[src/design/wpcp_pkg.sv]
// shared types, codes and magic-byte tables for the wav pcm chunk parser
`default_nettype none

package wpcp_pkg;

   // parse phases
   localparam logic [2:0] PH_HEADER = 3'd0;
   localparam logic [2:0] PH_HEAD   = 3'd1;
   localparam logic [2:0] PH_BODY   = 3'd2;
   localparam logic [2:0] PH_PAD    = 3'd3;
   localparam logic [2:0] PH_DATA   = 3'd4;
   localparam logic [2:0] PH_DONE   = 3'd5;

   // result status codes
   localparam logic [2:0] ST_OK        = 3'd0;
   localparam logic [2:0] ST_NOT_RIFF  = 3'd1;
   localparam logic [2:0] ST_TRUNC     = 3'd2;
   localparam logic [2:0] ST_FMT_SHORT = 3'd3;
   localparam logic [2:0] ST_BAD_FMT   = 3'd4;
   localparam logic [2:0] ST_NO_FMT    = 3'd5;
   localparam logic [2:0] ST_BAD_COUNT = 3'd6;
   localparam logic [2:0] ST_NO_DATA   = 3'd7;

   // csr register indexes
   localparam logic [1:0] CSR_FILE_LENGTH = 2'd0;
   localparam logic [1:0] CSR_SAMPLE_RATE = 2'd1;
   localparam logic [1:0] CSR_MAX_FRAMES  = 2'd2;

   // csr reset values
   localparam logic [31:0] FILE_LENGTH_RST = 32'd12;
   localparam logic [31:0] SAMPLE_RATE_RST = 32'd48000;
   localparam logic [30:0] MAX_FRAMES_RST  = 31'd96000;

   // chunk kinds
   localparam logic KIND_OTHER = 1'b0;
   localparam logic KIND_FMT   = 1'b1;

   // bytes in the riff header and fmt minimum body
   localparam logic [31:0] HEADER_BYTES = 32'd12;
   localparam logic [31:0] FMT_MIN_SIZE = 32'd16;

   // one result transaction
   typedef struct packed {
      logic               valid;
      logic signed [15:0] sample;
      logic [2:0]         status;
      logic               last;
   } wpcp_result_type;

   function automatic logic [7:0] riff_char(input logic [1:0] idx);
      case (idx)
         2'd0:    riff_char = 8'h52;
         2'd1:    riff_char = 8'h49;
         2'd2:    riff_char = 8'h46;
         default: riff_char = 8'h46;
      endcase
   endfunction

   function automatic logic [7:0] wave_char(input logic [1:0] idx);
      case (idx)
         2'd0:    wave_char = 8'h57;
         2'd1:    wave_char = 8'h41;
         2'd2:    wave_char = 8'h56;
         default: wave_char = 8'h45;
      endcase
   endfunction

   function automatic logic [7:0] fmt_char(input logic [1:0] idx);
      case (idx)
         2'd0:    fmt_char = 8'h66;
         2'd1:    fmt_char = 8'h6d;
         2'd2:    fmt_char = 8'h74;
         default: fmt_char = 8'h20;
      endcase
   endfunction

   function automatic logic [7:0] data_char(input logic [1:0] idx);
      case (idx)
         2'd0:    data_char = 8'h64;
         2'd1:    data_char = 8'h61;
         2'd2:    data_char = 8'h74;
         default: data_char = 8'h61;
      endcase
   endfunction

endpackage

`default_nettype wire

[src/design/wpcp_in_stage.sv]
// input register holding one accepted file byte
`default_nettype none

module wpcp_in_stage
   import wpcp_pkg::*;
(
   input  wire logic       clock,
   input  wire logic       reset,
   input  wire logic       req_valid,
   output logic            req_ready,
   input  wire logic [7:0] req_file_byte,
   input  wire logic       advance,
   output logic            byte_valid,
   output logic [7:0]      byte_data
);

   logic       valid_ff, valid_in;
   logic [7:0] byte_ff;

   // free when empty or when the held byte moves on this cycle
   assign req_ready = !valid_ff || advance;

   always_comb begin
      valid_in = valid_ff;
      if (req_valid && req_ready) begin
         valid_in = 1'b1;
      end else if (advance) begin
         valid_in = 1'b0;
      end
   end

   always_ff @(posedge clock) begin
      if (reset) begin
         valid_ff <= 1'b0;
      end else begin
         valid_ff <= valid_in;
      end
   end

   always_ff @(posedge clock) begin
      if (req_valid && req_ready) begin
         byte_ff <= req_file_byte;
      end
   end

   assign byte_valid = valid_ff;
   assign byte_data  = byte_ff;

endmodule

`default_nettype wire

[src/design/wpcp_parse_core.sv]
// parse state and the per-byte next-state and result logic
`default_nettype none

module wpcp_parse_core
   import wpcp_pkg::*;
(
   input  wire logic        clock,
   input  wire logic        reset,
   input  wire logic        restart,
   input  wire logic        advance,
   input  wire logic [7:0]  file_byte,
   input  wire logic [31:0] file_length,
   input  wire logic [31:0] sample_rate,
   input  wire logic [30:0] max_frames,
   output wpcp_result_type  result
);

   logic [2:0]  phase_ff, phase_in;
   logic [31:0] offset_ff, offset_in;
   logic [31:0] size_ff, size_in;
   logic [31:0] pos_ff, pos_in;
   logic        kind_ff, kind_in;
   logic [1:0]  idm_ff, idm_in;
   logic        fseen_ff, fseen_in;
   logic        fok_ff, fok_in;
   logic        magic_ff, magic_in;
   logic [7:0]  low_ff, low_in;
   logic [30:0] left_ff, left_in;

   // shared arithmetic on the current byte
   logic [32:0] offset_inc;
   logic        file_end;
   logic [31:0] size_new;
   logic        head_trunc;
   logic        head_no_room;
   logic        body_last;
   logic        body_no_room;
   logic        hdr_no_room;
   logic        fl_short;
   logic [30:0] sample_total;
   logic [30:0] left_dec;
   logic [7:0]  rate_byte;
   logic [7:0]  fmt_want;
   logic        fmt_check;
   logic        magic_cur;

   assign offset_inc   = {1'b0, offset_ff} + 33'd1;
   assign file_end     = offset_inc >= {1'b0, file_length};
   assign fl_short     = file_length < HEADER_BYTES;
   assign hdr_no_room  = file_length < (HEADER_BYTES + 32'd8);
   assign head_trunc   = ({1'b0, offset_inc} + {2'b0, size_new}) > {2'b0, file_length};
   assign head_no_room = ({1'b0, offset_inc} + 34'd8) > {2'b0, file_length};
   assign body_last    = ({1'b0, pos_ff} + 33'd1) >= {1'b0, size_ff};
   assign body_no_room = ({1'b0, offset_inc} + {33'b0, size_ff[0]} + 34'd8)
                         > {2'b0, file_length};
   assign sample_total = size_new[31:1];
   assign left_dec     = (left_ff != 31'd0) ? (left_ff - 31'd1) : left_ff;

   // little-endian size assembly from header bytes four to seven
   always_comb begin
      case (pos_ff[1:0])
         2'd0:    size_new = size_ff | {24'b0, file_byte};
         2'd1:    size_new = size_ff | {16'b0, file_byte, 8'b0};
         2'd2:    size_new = size_ff | {8'b0, file_byte, 16'b0};
         default: size_new = size_ff | {file_byte, 24'b0};
      endcase
   end

   // magic check over the riff header
   always_comb begin
      magic_cur = magic_ff;
      if (offset_ff < 32'd4) begin
         magic_cur = magic_ff && (file_byte == riff_char(offset_ff[1:0]));
      end else if (offset_ff >= 32'd8 && offset_ff < 32'd12) begin
         magic_cur = magic_ff && (file_byte == wave_char(offset_ff[1:0]));
      end
   end

   // expected fmt body bytes
   always_comb begin
      case (pos_ff[1:0])
         2'd0:    rate_byte = sample_rate[7:0];
         2'd1:    rate_byte = sample_rate[15:8];
         2'd2:    rate_byte = sample_rate[23:16];
         default: rate_byte = sample_rate[31:24];
      endcase
      fmt_check = 1'b0;
      fmt_want  = 8'd0;
      if (pos_ff[31:4] == 28'd0) begin
         case (pos_ff[3:0])
            4'd0:    begin fmt_check = 1'b1; fmt_want = 8'd1; end
            4'd1:    begin fmt_check = 1'b1; fmt_want = 8'd0; end
            4'd2:    begin fmt_check = 1'b1; fmt_want = 8'd1; end
            4'd3:    begin fmt_check = 1'b1; fmt_want = 8'd0; end
            4'd4, 4'd5, 4'd6, 4'd7: begin
               fmt_check = 1'b1;
               fmt_want  = rate_byte;
            end
            4'd14:   begin fmt_check = 1'b1; fmt_want = 8'd16; end
            4'd15:   begin fmt_check = 1'b1; fmt_want = 8'd0; end
            default: begin fmt_check = 1'b0; fmt_want = 8'd0; end
         endcase
      end
   end

   // next state and result for one byte
   always_comb begin
      logic       fail_hit;
      logic [2:0] fail_code;
      logic       fok_cur;

      fail_hit  = 1'b0;
      fail_code = ST_OK;
      fok_cur   = fok_ff;

      phase_in  = phase_ff;
      offset_in = offset_ff;
      size_in   = size_ff;
      pos_in    = pos_ff;
      kind_in   = kind_ff;
      idm_in    = idm_ff;
      fseen_in  = fseen_ff;
      fok_in    = fok_ff;
      magic_in  = magic_ff;
      low_in    = low_ff;
      left_in   = left_ff;

      result.valid  = 1'b0;
      result.sample = 16'sd0;
      result.status = ST_OK;
      result.last   = 1'b0;

      case (phase_ff)
         PH_HEADER: begin
            if (offset_ff == 32'd0 && fl_short) begin
               fail_hit  = 1'b1;
               fail_code = ST_NOT_RIFF;
            end else begin
               magic_in = magic_cur;
               if (offset_ff >= 32'd11) begin
                  if (!magic_cur) begin
                     fail_hit  = 1'b1;
                     fail_code = ST_NOT_RIFF;
                  end else if (hdr_no_room) begin
                     fail_hit  = 1'b1;
                     fail_code = ST_NO_DATA;
                  end else begin
                     phase_in = PH_HEAD;
                     pos_in   = 32'd0;
                     size_in  = 32'd0;
                     idm_in   = 2'b11;
                  end
               end
            end
         end
         PH_HEAD: begin
            pos_in = {29'b0, pos_ff[2:0]} + 32'd1;
            if (!pos_ff[2]) begin
               // chunk id compare against both candidates
               idm_in[0] = idm_ff[0] && (file_byte == fmt_char(pos_ff[1:0]));
               idm_in[1] = idm_ff[1] && (file_byte == data_char(pos_ff[1:0]));
            end else begin
               size_in = size_new;
               if (pos_ff[1:0] == 2'd3) begin
                  pos_in = 32'd0;
                  if (head_trunc) begin
                     fail_hit  = 1'b1;
                     fail_code = ST_TRUNC;
                  end else if (idm_ff[0]) begin
                     if (size_new < FMT_MIN_SIZE) begin
                        fail_hit  = 1'b1;
                        fail_code = ST_FMT_SHORT;
                     end else begin
                        kind_in  = KIND_FMT;
                        fok_in   = 1'b1;
                        phase_in = PH_BODY;
                     end
                  end else if (idm_ff[1]) begin
                     if (!fseen_ff) begin
                        fail_hit  = 1'b1;
                        fail_code = ST_NO_FMT;
                     end else if (sample_total == 31'd0 || sample_total > max_frames) begin
                        fail_hit  = 1'b1;
                        fail_code = ST_BAD_COUNT;
                     end else begin
                        left_in  = sample_total;
                        phase_in = PH_DATA;
                     end
                  end else begin
                     kind_in = KIND_OTHER;
                     if (size_new == 32'd0) begin
                        // empty chunk ends at once
                        if (head_no_room) begin
                           fail_hit  = 1'b1;
                           fail_code = ST_NO_DATA;
                        end else begin
                           phase_in = PH_HEAD;
                           size_in  = 32'd0;
                           idm_in   = 2'b11;
                        end
                     end else begin
                        phase_in = PH_BODY;
                     end
                  end
               end
            end
         end
         PH_BODY: begin
            if (kind_ff == KIND_FMT) begin
               fok_cur = fok_ff && (!fmt_check || file_byte == fmt_want);
               fok_in  = fok_cur;
            end
            if (kind_ff == KIND_FMT && pos_ff == 32'd15 && !fok_cur) begin
               fail_hit  = 1'b1;
               fail_code = ST_BAD_FMT;
            end else begin
               if (kind_ff == KIND_FMT && pos_ff == 32'd15) begin
                  fseen_in = 1'b1;
               end
               if (body_last) begin
                  if (body_no_room) begin
                     fail_hit  = 1'b1;
                     fail_code = ST_NO_DATA;
                  end else begin
                     phase_in = size_ff[0] ? PH_PAD : PH_HEAD;
                     pos_in   = 32'd0;
                     size_in  = 32'd0;
                     idm_in   = 2'b11;
                  end
               end else begin
                  pos_in = pos_ff + 32'd1;
               end
            end
         end
         PH_PAD: begin
            phase_in = PH_HEAD;
            pos_in   = 32'd0;
         end
         PH_DATA: begin
            if (!pos_ff[0]) begin
               low_in = file_byte;
            end else begin
               result.valid  = 1'b1;
               result.sample = {file_byte, low_ff};
               result.status = ST_OK;
               result.last   = (left_dec == 31'd0);
               left_in       = left_dec;
               if (left_dec == 31'd0) begin
                  phase_in = PH_DONE;
               end
            end
            pos_in = {31'b0, !pos_ff[0]};
         end
         default: begin
         end
      endcase

      // error result ends the file
      if (fail_hit) begin
         phase_in      = PH_DONE;
         result.valid  = 1'b1;
         result.sample = 16'sd0;
         result.status = fail_code;
         result.last   = 1'b1;
      end

      // end of file restarts the parse
      if (file_end) begin
         phase_in  = PH_HEADER;
         offset_in = 32'd0;
         size_in   = 32'd0;
         pos_in    = 32'd0;
         kind_in   = KIND_OTHER;
         idm_in    = 2'b11;
         fseen_in  = 1'b0;
         fok_in    = 1'b1;
         magic_in  = 1'b1;
         low_in    = 8'd0;
         left_in   = 31'd0;
      end else begin
         offset_in = offset_inc[31:0];
      end
   end

   // state registers
   always_ff @(posedge clock) begin
      if (reset || restart) begin
         phase_ff  <= PH_HEADER;
         offset_ff <= 32'd0;
         size_ff   <= 32'd0;
         pos_ff    <= 32'd0;
         kind_ff   <= KIND_OTHER;
         idm_ff    <= 2'b11;
         fseen_ff  <= 1'b0;
         fok_ff    <= 1'b1;
         magic_ff  <= 1'b1;
         low_ff    <= 8'd0;
         left_ff   <= 31'd0;
      end else if (advance) begin
         phase_ff  <= phase_in;
         offset_ff <= offset_in;
         size_ff   <= size_in;
         pos_ff    <= pos_in;
         kind_ff   <= kind_in;
         idm_ff    <= idm_in;
         fseen_ff  <= fseen_in;
         fok_ff    <= fok_in;
         magic_ff  <= magic_in;
         low_ff    <= low_in;
         left_ff   <= left_in;
      end
   end

endmodule

`default_nettype wire

[src/design/wpcp_out_stage.sv]
// output register for result transactions
`default_nettype none

module wpcp_out_stage
   import wpcp_pkg::*;
(
   input  wire logic             clock,
   input  wire logic             reset,
   input  wire logic             advance,
   input  wire wpcp_result_type  result,
   output logic                  space,
   output logic                  rsp_valid,
   input  wire logic             rsp_ready,
   output logic signed [15:0]    rsp_sample,
   output logic [2:0]            rsp_status,
   output logic                  rsp_last
);

   logic               valid_ff, valid_in;
   logic signed [15:0] sample_ff;
   logic [2:0]         status_ff;
   logic               last_ff;

   // room for a new result when empty or being drained
   assign space = !valid_ff || rsp_ready;

   always_comb begin
      valid_in = valid_ff;
      if (advance && result.valid) begin
         valid_in = 1'b1;
      end else if (rsp_ready) begin
         valid_in = 1'b0;
      end
   end

   always_ff @(posedge clock) begin
      if (reset) begin
         valid_ff <= 1'b0;
      end else begin
         valid_ff <= valid_in;
      end
   end

   always_ff @(posedge clock) begin
      if (advance && result.valid) begin
         sample_ff <= result.sample;
         status_ff <= result.status;
         last_ff   <= result.last;
      end
   end

   assign rsp_valid  = valid_ff;
   assign rsp_sample = sample_ff;
   assign rsp_status = status_ff;
   assign rsp_last   = last_ff;

endmodule

`default_nettype wire

[src/design/wav_pcm_chunk_parser.sv]
// top level of the riff wave 16-bit pcm mono stream parser
//
// Write file_length (csr index 0) before streaming a file; that write also
// restarts the parse. sample_rate (index 1) and max_frames (index 2) apply
// at once. Writes are taken in the cycle csr_write_en is high.
// The file is fed one byte per req transaction. Each byte yields zero or one
// rsp transaction: a 16-bit sample on every second data byte, or an error
// status with last set. After an error or the final sample, bytes give no
// result until file_length bytes are consumed, then the next byte starts
// a new file.
// An accepted byte waits in the input register; the parse state update works on
// it combinationally, and the output register captures its result when it has
// space. Throughput is one byte per cycle while the receiver does not stall.
// When the receiver stalls, one result waits in the output register and one
// byte in the input register; req_ready then drops until rsp_ready returns.
// Reset clears both registers, the parse state and the csr values to 12,
// 48000 and 96000; the block is ready in the first cycle after reset.
`default_nettype none

module wav_pcm_chunk_parser
   import wpcp_pkg::*;
(
   input  wire logic        clock,
   input  wire logic        reset,
   input  wire logic        req_valid,
   output logic             req_ready,
   input  wire logic [7:0]  req_file_byte,
   output logic             rsp_valid,
   input  wire logic        rsp_ready,
   output logic signed [15:0] rsp_sample,
   output logic [2:0]       rsp_status,
   output logic             rsp_last,
   input  wire logic        csr_write_en,
   input  wire logic [1:0]  csr_index,
   input  wire logic [31:0] csr_wdata
);

   logic [31:0]     file_length_ff;
   logic [31:0]     sample_rate_ff;
   logic [30:0]     max_frames_ff;
   logic            restart;
   logic            byte_valid;
   logic [7:0]      byte_data;
   logic            space;
   logic            advance;
   wpcp_result_type result;

   // csr registers
   always_ff @(posedge clock) begin
      if (reset) begin
         file_length_ff <= FILE_LENGTH_RST;
         sample_rate_ff <= SAMPLE_RATE_RST;
         max_frames_ff  <= MAX_FRAMES_RST;
      end else if (csr_write_en) begin
         case (csr_index)
            CSR_FILE_LENGTH: file_length_ff <= csr_wdata;
            CSR_SAMPLE_RATE: sample_rate_ff <= csr_wdata;
            CSR_MAX_FRAMES:  max_frames_ff  <= csr_wdata[30:0];
            default: begin
            end
         endcase
      end
   end

   assign restart = csr_write_en && (csr_index == CSR_FILE_LENGTH);
   assign advance = byte_valid && space;

   wpcp_in_stage u_in_stage (
      .clock         (clock),
      .reset         (reset),
      .req_valid     (req_valid),
      .req_ready     (req_ready),
      .req_file_byte (req_file_byte),
      .advance       (advance),
      .byte_valid    (byte_valid),
      .byte_data     (byte_data)
   );

   wpcp_parse_core u_parse_core (
      .clock       (clock),
      .reset       (reset),
      .restart     (restart),
      .advance     (advance),
      .file_byte   (byte_data),
      .file_length (file_length_ff),
      .sample_rate (sample_rate_ff),
      .max_frames  (max_frames_ff),
      .result      (result)
   );

   wpcp_out_stage u_out_stage (
      .clock      (clock),
      .reset      (reset),
      .advance    (advance),
      .result     (result),
      .space      (space),
      .rsp_valid  (rsp_valid),
      .rsp_ready  (rsp_ready),
      .rsp_sample (rsp_sample),
      .rsp_status (rsp_status),
      .rsp_last   (rsp_last)
   );

endmodule

`default_nettype wire
[config.mk]
export PLATFORM = sky130hd
export DESIGN_NAME = wav_pcm_chunk_parser
export DESIGN_NICKNAME = d
export VERILOG_FILES = /design/src/design/wpcp_pkg.sv /design/src/design/wpcp_in_stage.sv /design/src/design/wpcp_parse_core.sv /design/src/design/wpcp_out_stage.sv /design/src/design/wav_pcm_chunk_parser.sv
export SDC_FILE = /design/constraint.sdc
export NUM_CORES = 1
export LEC_CHECK = 0
export BUFFER_PORTS_ARGS = -buffer_cell sky130_fd_sc_hd__buf_2
export CORE_MARGIN = 2
export CORE_UTILIZATION = 31
export CTS_BUF_LIST = sky130_fd_sc_hd__clkbuf_16
export CTS_CLUSTER_DIAMETER = 120
export DETAILED_ROUTE_END_ITERATION = 10
export GPL_TIMING_DRIVEN = 0
export SYNTH_ARGS = -nofsm -noshare
export SYNTH_HDL_FRONTEND = slang
export SYNTH_SLANG_ARGS = --single-unit
[constraint.sdc]
create_clock -name clock -period 19.2 [get_ports clock]
set_input_delay 0 -clock clock [delete_from_list [all_inputs] [get_ports clock]]
set_output_delay 0 -clock clock [all_outputs]
set_load 0.02 [all_outputs]
==> Yosys cells after proc, flatten, opt, wreduce, memory -nomap -nowiden <==
Index checks and enable logic that the tools add are counted.
{ "word_totals": {"register_bits": 269, "wordCells": 345} }
{ "classes": {"order_cmp": 13, "mux": 161, "eq_ne": 69, "bitwise": 6, "add_sub_neg": 9, "n_reduce_logical": 66} }
{ "op_table": {"columns": ["op", "n"], "rows": [
  ["2-to-1 mux 32 bit", 21],
  ["2-to-1 mux 31 bit", 10],
  ["one-hot mux 32 bit (3 select lines)", 2],
  ["one-hot mux 32 bit (5 select lines)", 1],
  ["2-to-1 mux 3 bit", 37],
  ["greater-than comparator 34 x 32 -> 1 bit", 3],
  ["2-to-1 mux 8 bit", 11],
  ["adder 32 x 1 -> 33 bit, second input constant", 2],
  [">= comparator 33 x 32 -> 1 bit", 2],
  [">= comparator 32 x 4 -> 1 bit, second input constant", 2],
  ["zero test 32 bit", 2],
  ["less-than comparator 32 x 4 -> 1 bit, second input constant", 2],
  ["less-than comparator 32 x 5 -> 1 bit, second input constant", 2],
  ["2-to-1 mux 21 bit", 3],
  ["zero test 31 bit", 2],
  ["one-hot mux 31 bit (2 select lines)", 1],
  ["one-hot mux 8 bit (3 select lines)", 2],
  ["2-to-1 mux 1 bit", 47],
  ["equality test 8 bit", 5],
  ["adder 33 x 1 -> 34 bit", 1],
  ["adder 33 x 32 -> 34 bit", 1],
  ["adder 33 x 4 -> 34 bit, second input constant", 1],
  ["adder 34 x 4 -> 34 bit, second input constant", 1],
  ["2-to-1 mux 2 bit", 17],
  ["65 further kinds", 146]
]} }

==> Depth between registers and ports, before layout <==
{ "depth": {"depth_word": 16, "ltp_mapped": 34, "ltp_nobuf": 31} }

==> Cells and area by module <==
From an unflattened synthesis, not the netlist that was laid out.
{ "hier_totals": {"cells_unflattened": 2900, "hier_area_um2": 23048.4} }
{ "modules_own_cells": {"columns": ["module", "cells_per_inst", "area_per_inst_um2", "instances"], "rows": [
  ["wpcp_parse_core", 2502, 18252.5, 1],
  ["wav_pcm_chunk_parser", 360, 3849.9, 1],
  ["wpcp_out_stage", 25, 650.6, 1],
  ["wpcp_in_stage", 13, 295.3, 1]
]} }

==> Least setup slack after synthesis <==
Ideal clock, no wire load.
{ "synth_timing": {"path_type": "register to register", "from": "reg u_parse_core.pos_ff[0]", "to": "reg u_out_stage.last_ff (netlist: u_out_stage.rsp_last), enable pin", "path_buffers": 3, "stages_incl_launch_ff": 29, "synth_period_minus_slack_ns": 6.795, "setup_time_ns": 0.409, "arrival_ns": 6.386, "t_required_ns": 18.791, "slack_ns": 12.405, "cell_sequence": "dfxtp_1 > inv_1 > ha_1 > buf_2 > clkbuf_1 > clkbuf_1 > a21oi_1 > nor2_1 > ha_1 > a211oi_1 > o211ai_1 > a21oi_1 > o21ai_0 > a31oi_1 > nor2_1 > nor2_1 > o21ai_0 > a21o_1 > a21oi_1 > xnor2_1 > ha_1 > a211oi_1 > o21ai_0 > a2111oi_0 > a31oi_1 > a211oi_2 > o2111ai_2 > a211oi_1 > a21oi_1"} }
{ "synth_via": {"elab_chain_len": 15, "word_cells_on_any_way": 58, "cone_classes": "2 x add/sub; 4 x order compare; 14 x eq/ne; 23 x mux; 15 x reduce/logical"} }
{ "synth_rtl": {"columns": ["item", "line_no", "source"], "rows": [
  ["from (decl)", "wpcp_parse_core.sv:21", "logic [31:0] pos_ff, pos_in;"],
  ["from (signal assigned)", "wpcp_parse_core.sv:303", "pos_ff <= pos_in;"],
  ["branches (longest 13 deep; another with adder 33 x 32 -> 34 bit)", null, null],
  ["2-to-1 mux 21 bit (*)", "wpcp_parse_core.sv:259", "if (fail_hit) begin"],
  ["logical AND 1 bit (*)", "wpcp_out_stage.sv:45", "if (advance && result.valid) begin"],
  ["to (signal assigned)", "wpcp_out_stage.sv:48", "last_ff <= result.last;"],
  ["to (decl)", "wpcp_out_stage.sv:22", "logic last_ff;"]
]} }
Every way passes the cells marked *. The select of a mux whose other input is x is not followed.
A chain may end at the register's enable or synchronous reset.

==> Worst setup path after layout <==
{ "layout_timing": {"from": "reg u_parse_core.pos_ff[0]", "to": "reg u_out_stage.valid_ff (netlist: u_out_stage.rsp_valid)"} }
{ "layout_via": {"elab_chain_len": 16, "word_cells_on_any_way": 60, "cone_classes": "2 x add/sub; 4 x order compare; 14 x eq/ne; 24 x mux; 16 x reduce/logical"} }
{ "layout_rtl": {"columns": ["item", "line_no", "source"], "rows": [
  ["branches (longest 13 deep; another with adder 33 x 32 -> 34 bit)", null, null],
  ["2-to-1 mux 21 bit (*)", "wpcp_parse_core.sv:259", null],
  ["logical AND 1 bit (*)", "wpcp_out_stage.sv:29", "if (advance && result.valid) begin"],
  ["2-to-1 mux 1 bit (*)", "wpcp_out_stage.sv:29", null],
  ["via u_out_stage.valid_in", "wpcp_out_stage.sv:19", "logic valid_ff, valid_in;"],
  ["to (signal assigned)", "wpcp_out_stage.sv:40", "valid_ff <= valid_in;"],
  ["to (decl)", "wpcp_out_stage.sv:19", null]
]} }
Mark *: on every way through the listed nets, which the timed path passes. The select of a mux whose other input is x is not followed.

==> impl_metrics.yaml <==
synth:
  synth_area_leaders: "sky130_fd_sc_hd__dfxtp_1, sky130_fd_sc_hd__ha_1, sky130_fd_sc_hd__a21oi_1"
  synthDominantCellAreaShare_pct: 21.7
  post_synthesis_share_of_cell_area_spent_on_full_adders_half_adders_and_majority_gates_pct: 13.5
  synth-simple-area-share_pct: 27.0
  synth_largest_area_cell: "sky130_fd_sc_hd__dfxtp_1"
  yosys_register_bits: 269
  synth_top_flop_cell: "sky130_fd_sc_hd__dfxtp_1"
  synth_edf_count: 28
  synth-compound-area-share_pct: 21.1
  yosys-mux-area-fraction_pct: 0.506
  post_synth_instance_area_um2: 22300
  share_of_the_yosys_chip_area_belonging_to_registers_pct: 25.4
  synth_top_family_by_area: "simple AND/OR/NAND/NOR gates"
  synthesis.nets: 3212
  synth-async-reset-ratio_pct: 0
  postSynthAreaPerCell_um2: 7.61
  post_synthesis_instance_total: 2925
  yosys_warnings: 0
  synth_xor_xnor_area_share_pct: 6.45
  yosysUniqueCellTypes: 97
clocking:
  clock_tree.root_cell: "sky130_fd_sc_hd__clkbuf_16"
  clk_path_buf_depth: 3
  cts_sinks: 269
  cts_setup_buffers: 0
  post_cts_resized: 0
  clkLatencyLatePin_ns: 0.58
  cts-htree-levels: 2
  clock_slew_at_reported_path_ffs_ns: 0.07
  tritoncts_clock_tree: "done"
  hold_buffers: 45
  cts-buffers-inserted: 36
timing:
  fin_worst_skew_ns: 0.0366
  setup_tns_ns: 0
  timing_worst_slew_pin_value_ns: 1.49
  timing_max_transition_violations_final: 0
  hold_viol: 0
  worst_hold_slack_ns: 0.0744
  finalSetupViolations: 0
  final.min_clock_period_ns: 9.97
  headroom_to_the_max_slew_limit_pct: 0.903
  unrepaired_setup_endpoints_after_global_routing: "no"
  timing.final.crit_share_pct: 51.9
  max_freq_mhz: 100
critical_path:
  crit-reg2reg-launch: "u_parse_core.pos_ff[0]$_SDFFE_PP0P_"
  setup.reg_to_reg.worst_slack_ns: 9.23
  cp_slowest_stage_delay_ns: 1.04
  worst-endpoint-required_ns: 19.64
  cp.buffers_inverters: 3
  cp_num_cells: 29
  slowest_stage: "sky130_fd_sc_hd__a22oi_1"
  worstPathArrival_ns: 10.41
  worstSetupPathType: "flip-flop to flip-flop"
  worstReg2RegEnd: "u_out_stage.rsp_valid$_SDFFE_PP0P_"
  worstSetupEndpointType: "flip-flop"
  r2r.worst_path.cells: 29
  critPathTopFamily: "compound AO/OA/AOI/OAI gates"
  worst_setup_path_endpoint: "u_out_stage.rsp_valid$_SDFFE_PP0P_"
  setup.worst_path.start_class: "flip-flop"
  top_fanout_value_on_the_critical_path: 21
  crit_start: "u_parse_core.pos_ff[0]$_SDFFE_PP0P_"
layout:
  final_core_util_pct: 35.7
  area_growth_pct: 14.5
  mostFrequentLayoutCells: "sky130_fd_sc_hd__nand2_1, sky130_fd_sc_hd__a21oi_1, sky130_fd_sc_hd__dfxtp_1"
  drive_above_1_share_pct: 7.62
  non_filler_instances: 4060
  most_common_library_cell_in_the_layout_ignoring_fill_and_taps: "sky130_fd_sc_hd__nand2_1"
  fill_cells: 7653
  finish.net_count: 3369
power_and_ir_drop:
  power_density_nw_per_um2: 56.0
  power.static_leakage_nw: 10.1
  power_switching_w: 0.000409
  p_int_w: 0.00102
  ir_worst_vdd_mv: 0.0617
  p_clk_share_pct: 48.1
  power.sequential.fraction_pct: 40.9
  switching_share_pct: 28.6
  comb_power_share_pct: 10.9
place:
  place.gp.congestion: 0.978
  placed_cells: 3947
  port_buffers: 67
  hpwl_um: 66100
drt:
  vias_per_cell: 5.64
  via_count: 22911
  wl_per_cell_um: 21.3
  route.antenna.remaining_nets: 0
  dr.first_iter.drc_count: 2398
  finalWirelength_um: 86500
  drc: 0
  firstDrtPassIters: 6
grt:
  grt_remaining_overflow: 0
  groute.usage.overall_pct: 22.7
  first_global_vias: 20884
  antenna_violations_before_repair: 4
  grt_max_degree: 22
  wire_length_of_the_first_global_routing_pass_um: 130000
floorplan:
  fp-row-count: 98
  initial_utilization_pct: 31.2
  fp.dieArea_um2: 74000
  die_w_um: 272
  io_pins: 69
  design.core.area_um2: 71400
  fp.dieH_um: 272
min_path:
  holdCritPathClass: "input port to flip-flop"
job:
  maxCapViolations: 0
status:
  status: "completed"
==> worst min path at each step <==
stage	from	cells after the start	slack (ns)	endpoint
after floorplan	req_file_byte[0]	0	0.1	u_in_stage.byte_data[0]$_DFFE_PP_
after global placement	req_file_byte[2]	1	0.18	u_in_stage.byte_data[2]$_DFFE_PP_
after detailed placement	req_file_byte[2]	1	0.18	u_in_stage.byte_data[2]$_DFFE_PP_
after CTS	csr_write_en	4	0.07	sample_rate_ff[0]$_SDFFE_PP0P_
after global routing	csr_write_en	4	0.12	sample_rate_ff[0]$_SDFFE_PP0P_
final	csr_index[1]	4	0.07	max_frames_ff[1]$_SDFFE_PP0P_
==> layout make-up <==
class / count / area (um^2) / area share (%)
diodes: 1 / 2.50 / 0.00981
plain buffers: 171 / 728 / 2.85
clock buffers: 37 / 926 / 3.63
clock inverters: 28 / 254 / 0.996
inverters: 161 / 604 / 2.37
multi-input cells: 2324 / 15300 / 60.0
flip-flops and latches: 269 / 5670 / 22.2
well taps: 950 / 1190 / 4.66
repair buffers: 119 / 846 / 3.32
==> registers in the layout, indices dropped and copies added, names as in the netlist, 2 cells and up <==
name,cells
u_out_stage.rsp_sample,16
u_parse_core.idm_ff,2
u_out_stage.rsp_status,3
u_parse_core.size_ff,32
u_parse_core.low_ff,8
u_parse_core.offset_ff,32
u_parse_core.phase_ff,3
sample_rate_ff,32
u_parse_core.left_ff,31
max_frames_ff,31
u_parse_core.pos_ff,32
u_in_stage.byte_data,8
file_length_ff,32
==> cells in the mapped netlist, types with 12 or more instances <==
library cell               number
sky130_fd_sc_hd__nor2_1       200
sky130_fd_sc_hd__edfxtp_1      28
sky130_fd_sc_hd__a21oi_1      303
sky130_fd_sc_hd__o21ai_1       18
sky130_fd_sc_hd__xor2_1        44
sky130_fd_sc_hd__nand2_1      376
sky130_fd_sc_hd__nand2b_1      18
sky130_fd_sc_hd__a211oi_1      18
sky130_fd_sc_hd__xnor2_1      120
sky130_fd_sc_hd__o21bai_1      13
sky130_fd_sc_hd__o21ai_0       99
sky130_fd_sc_hd__nor3_1        75
sky130_fd_sc_hd__or4_1         28
sky130_fd_sc_hd__and3_1        48
sky130_fd_sc_hd__o211ai_1      14
sky130_fd_sc_hd__or3_1         27
sky130_fd_sc_hd__a211o_1       17
sky130_fd_sc_hd__nand3_1      122
sky130_fd_sc_hd__o21a_1        18
sky130_fd_sc_hd__nand3b_1      14
sky130_fd_sc_hd__a22oi_1       23
sky130_fd_sc_hd__nor4_1        55
sky130_fd_sc_hd__inv_1        161
sky130_fd_sc_hd__a21o_1        42
sky130_fd_sc_hd__nand4_1      123
sky130_fd_sc_hd__o31ai_2       32
sky130_fd_sc_hd__o31ai_1       18
sky130_fd_sc_hd__and2_1        12
sky130_fd_sc_hd__buf_2         24
sky130_fd_sc_hd__ha_1         239
sky130_fd_sc_hd__clkbuf_1     133
sky130_fd_sc_hd__nor2b_1       28
sky130_fd_sc_hd__dfxtp_1      241
==> logic make-up after synthesis <==
family                     after synthesis
and+or+nand+nor                       1191
AOI/OAI and AO/OA                      718
buffers and inverters                  332
DFF                                    269
adders and majority gates              240
xor gates and xnor gates               164
muxes                                   11
==> power groups by stage <==
| stage | logic, W | registers [W] | clock network (W) |
|---|---|---|---|
| 6_report | 0.000156 | 0.000585 | 0.000688 |
| 2_1_floorplan | 0.0000884 | 0.000594 | 0 |
| 5_1_grt | 0.000168 | 0.000586 | 0.000713 |
| 3_3_place_gp | 0.000144 | 0.000597 | 0 |
| 3_5_place_dp | 0.000144 | 0.000597 | 0 |
| 4_1_cts | 0.000152 | 0.000585 | 0.000692 |
==> per-layer routing <==
layer	track usage (%)	part of all wire, %
met2	34.0	42
met4	9.14	4.0
met1	31.7	45
met5	0	0.0093
met3	4.80	9.3
==> worst reg2reg max path, delay by kind of cell, from the launching register on <==
kind / cells / cell delay (ns)
AO/OA/AOI/OAI: 18 / 6.34
buffers and inverters: 3 / 1.25
adder cells (fa/ha/maj): 3 / 1.07
AND/OR/NAND/NOR: 4 / 0.53
flip-flops: 1 / 0.51
XOR/XNOR: 1 / 0.14
==> through the flow <==
stage          power [W]  setup slack (ns)  area (um^2)
2_1_floorplan   0.000683             12.41        22300
3_3_place_gp    0.000741              9.05        23800
3_5_place_dp    0.000741              9.67        23800
4_1_cts          0.00143              9.59        25500
5_1_grt          0.00147              8.94        25500
6_report         0.00143              9.23        25500
(Power assumes the default switching activity.)
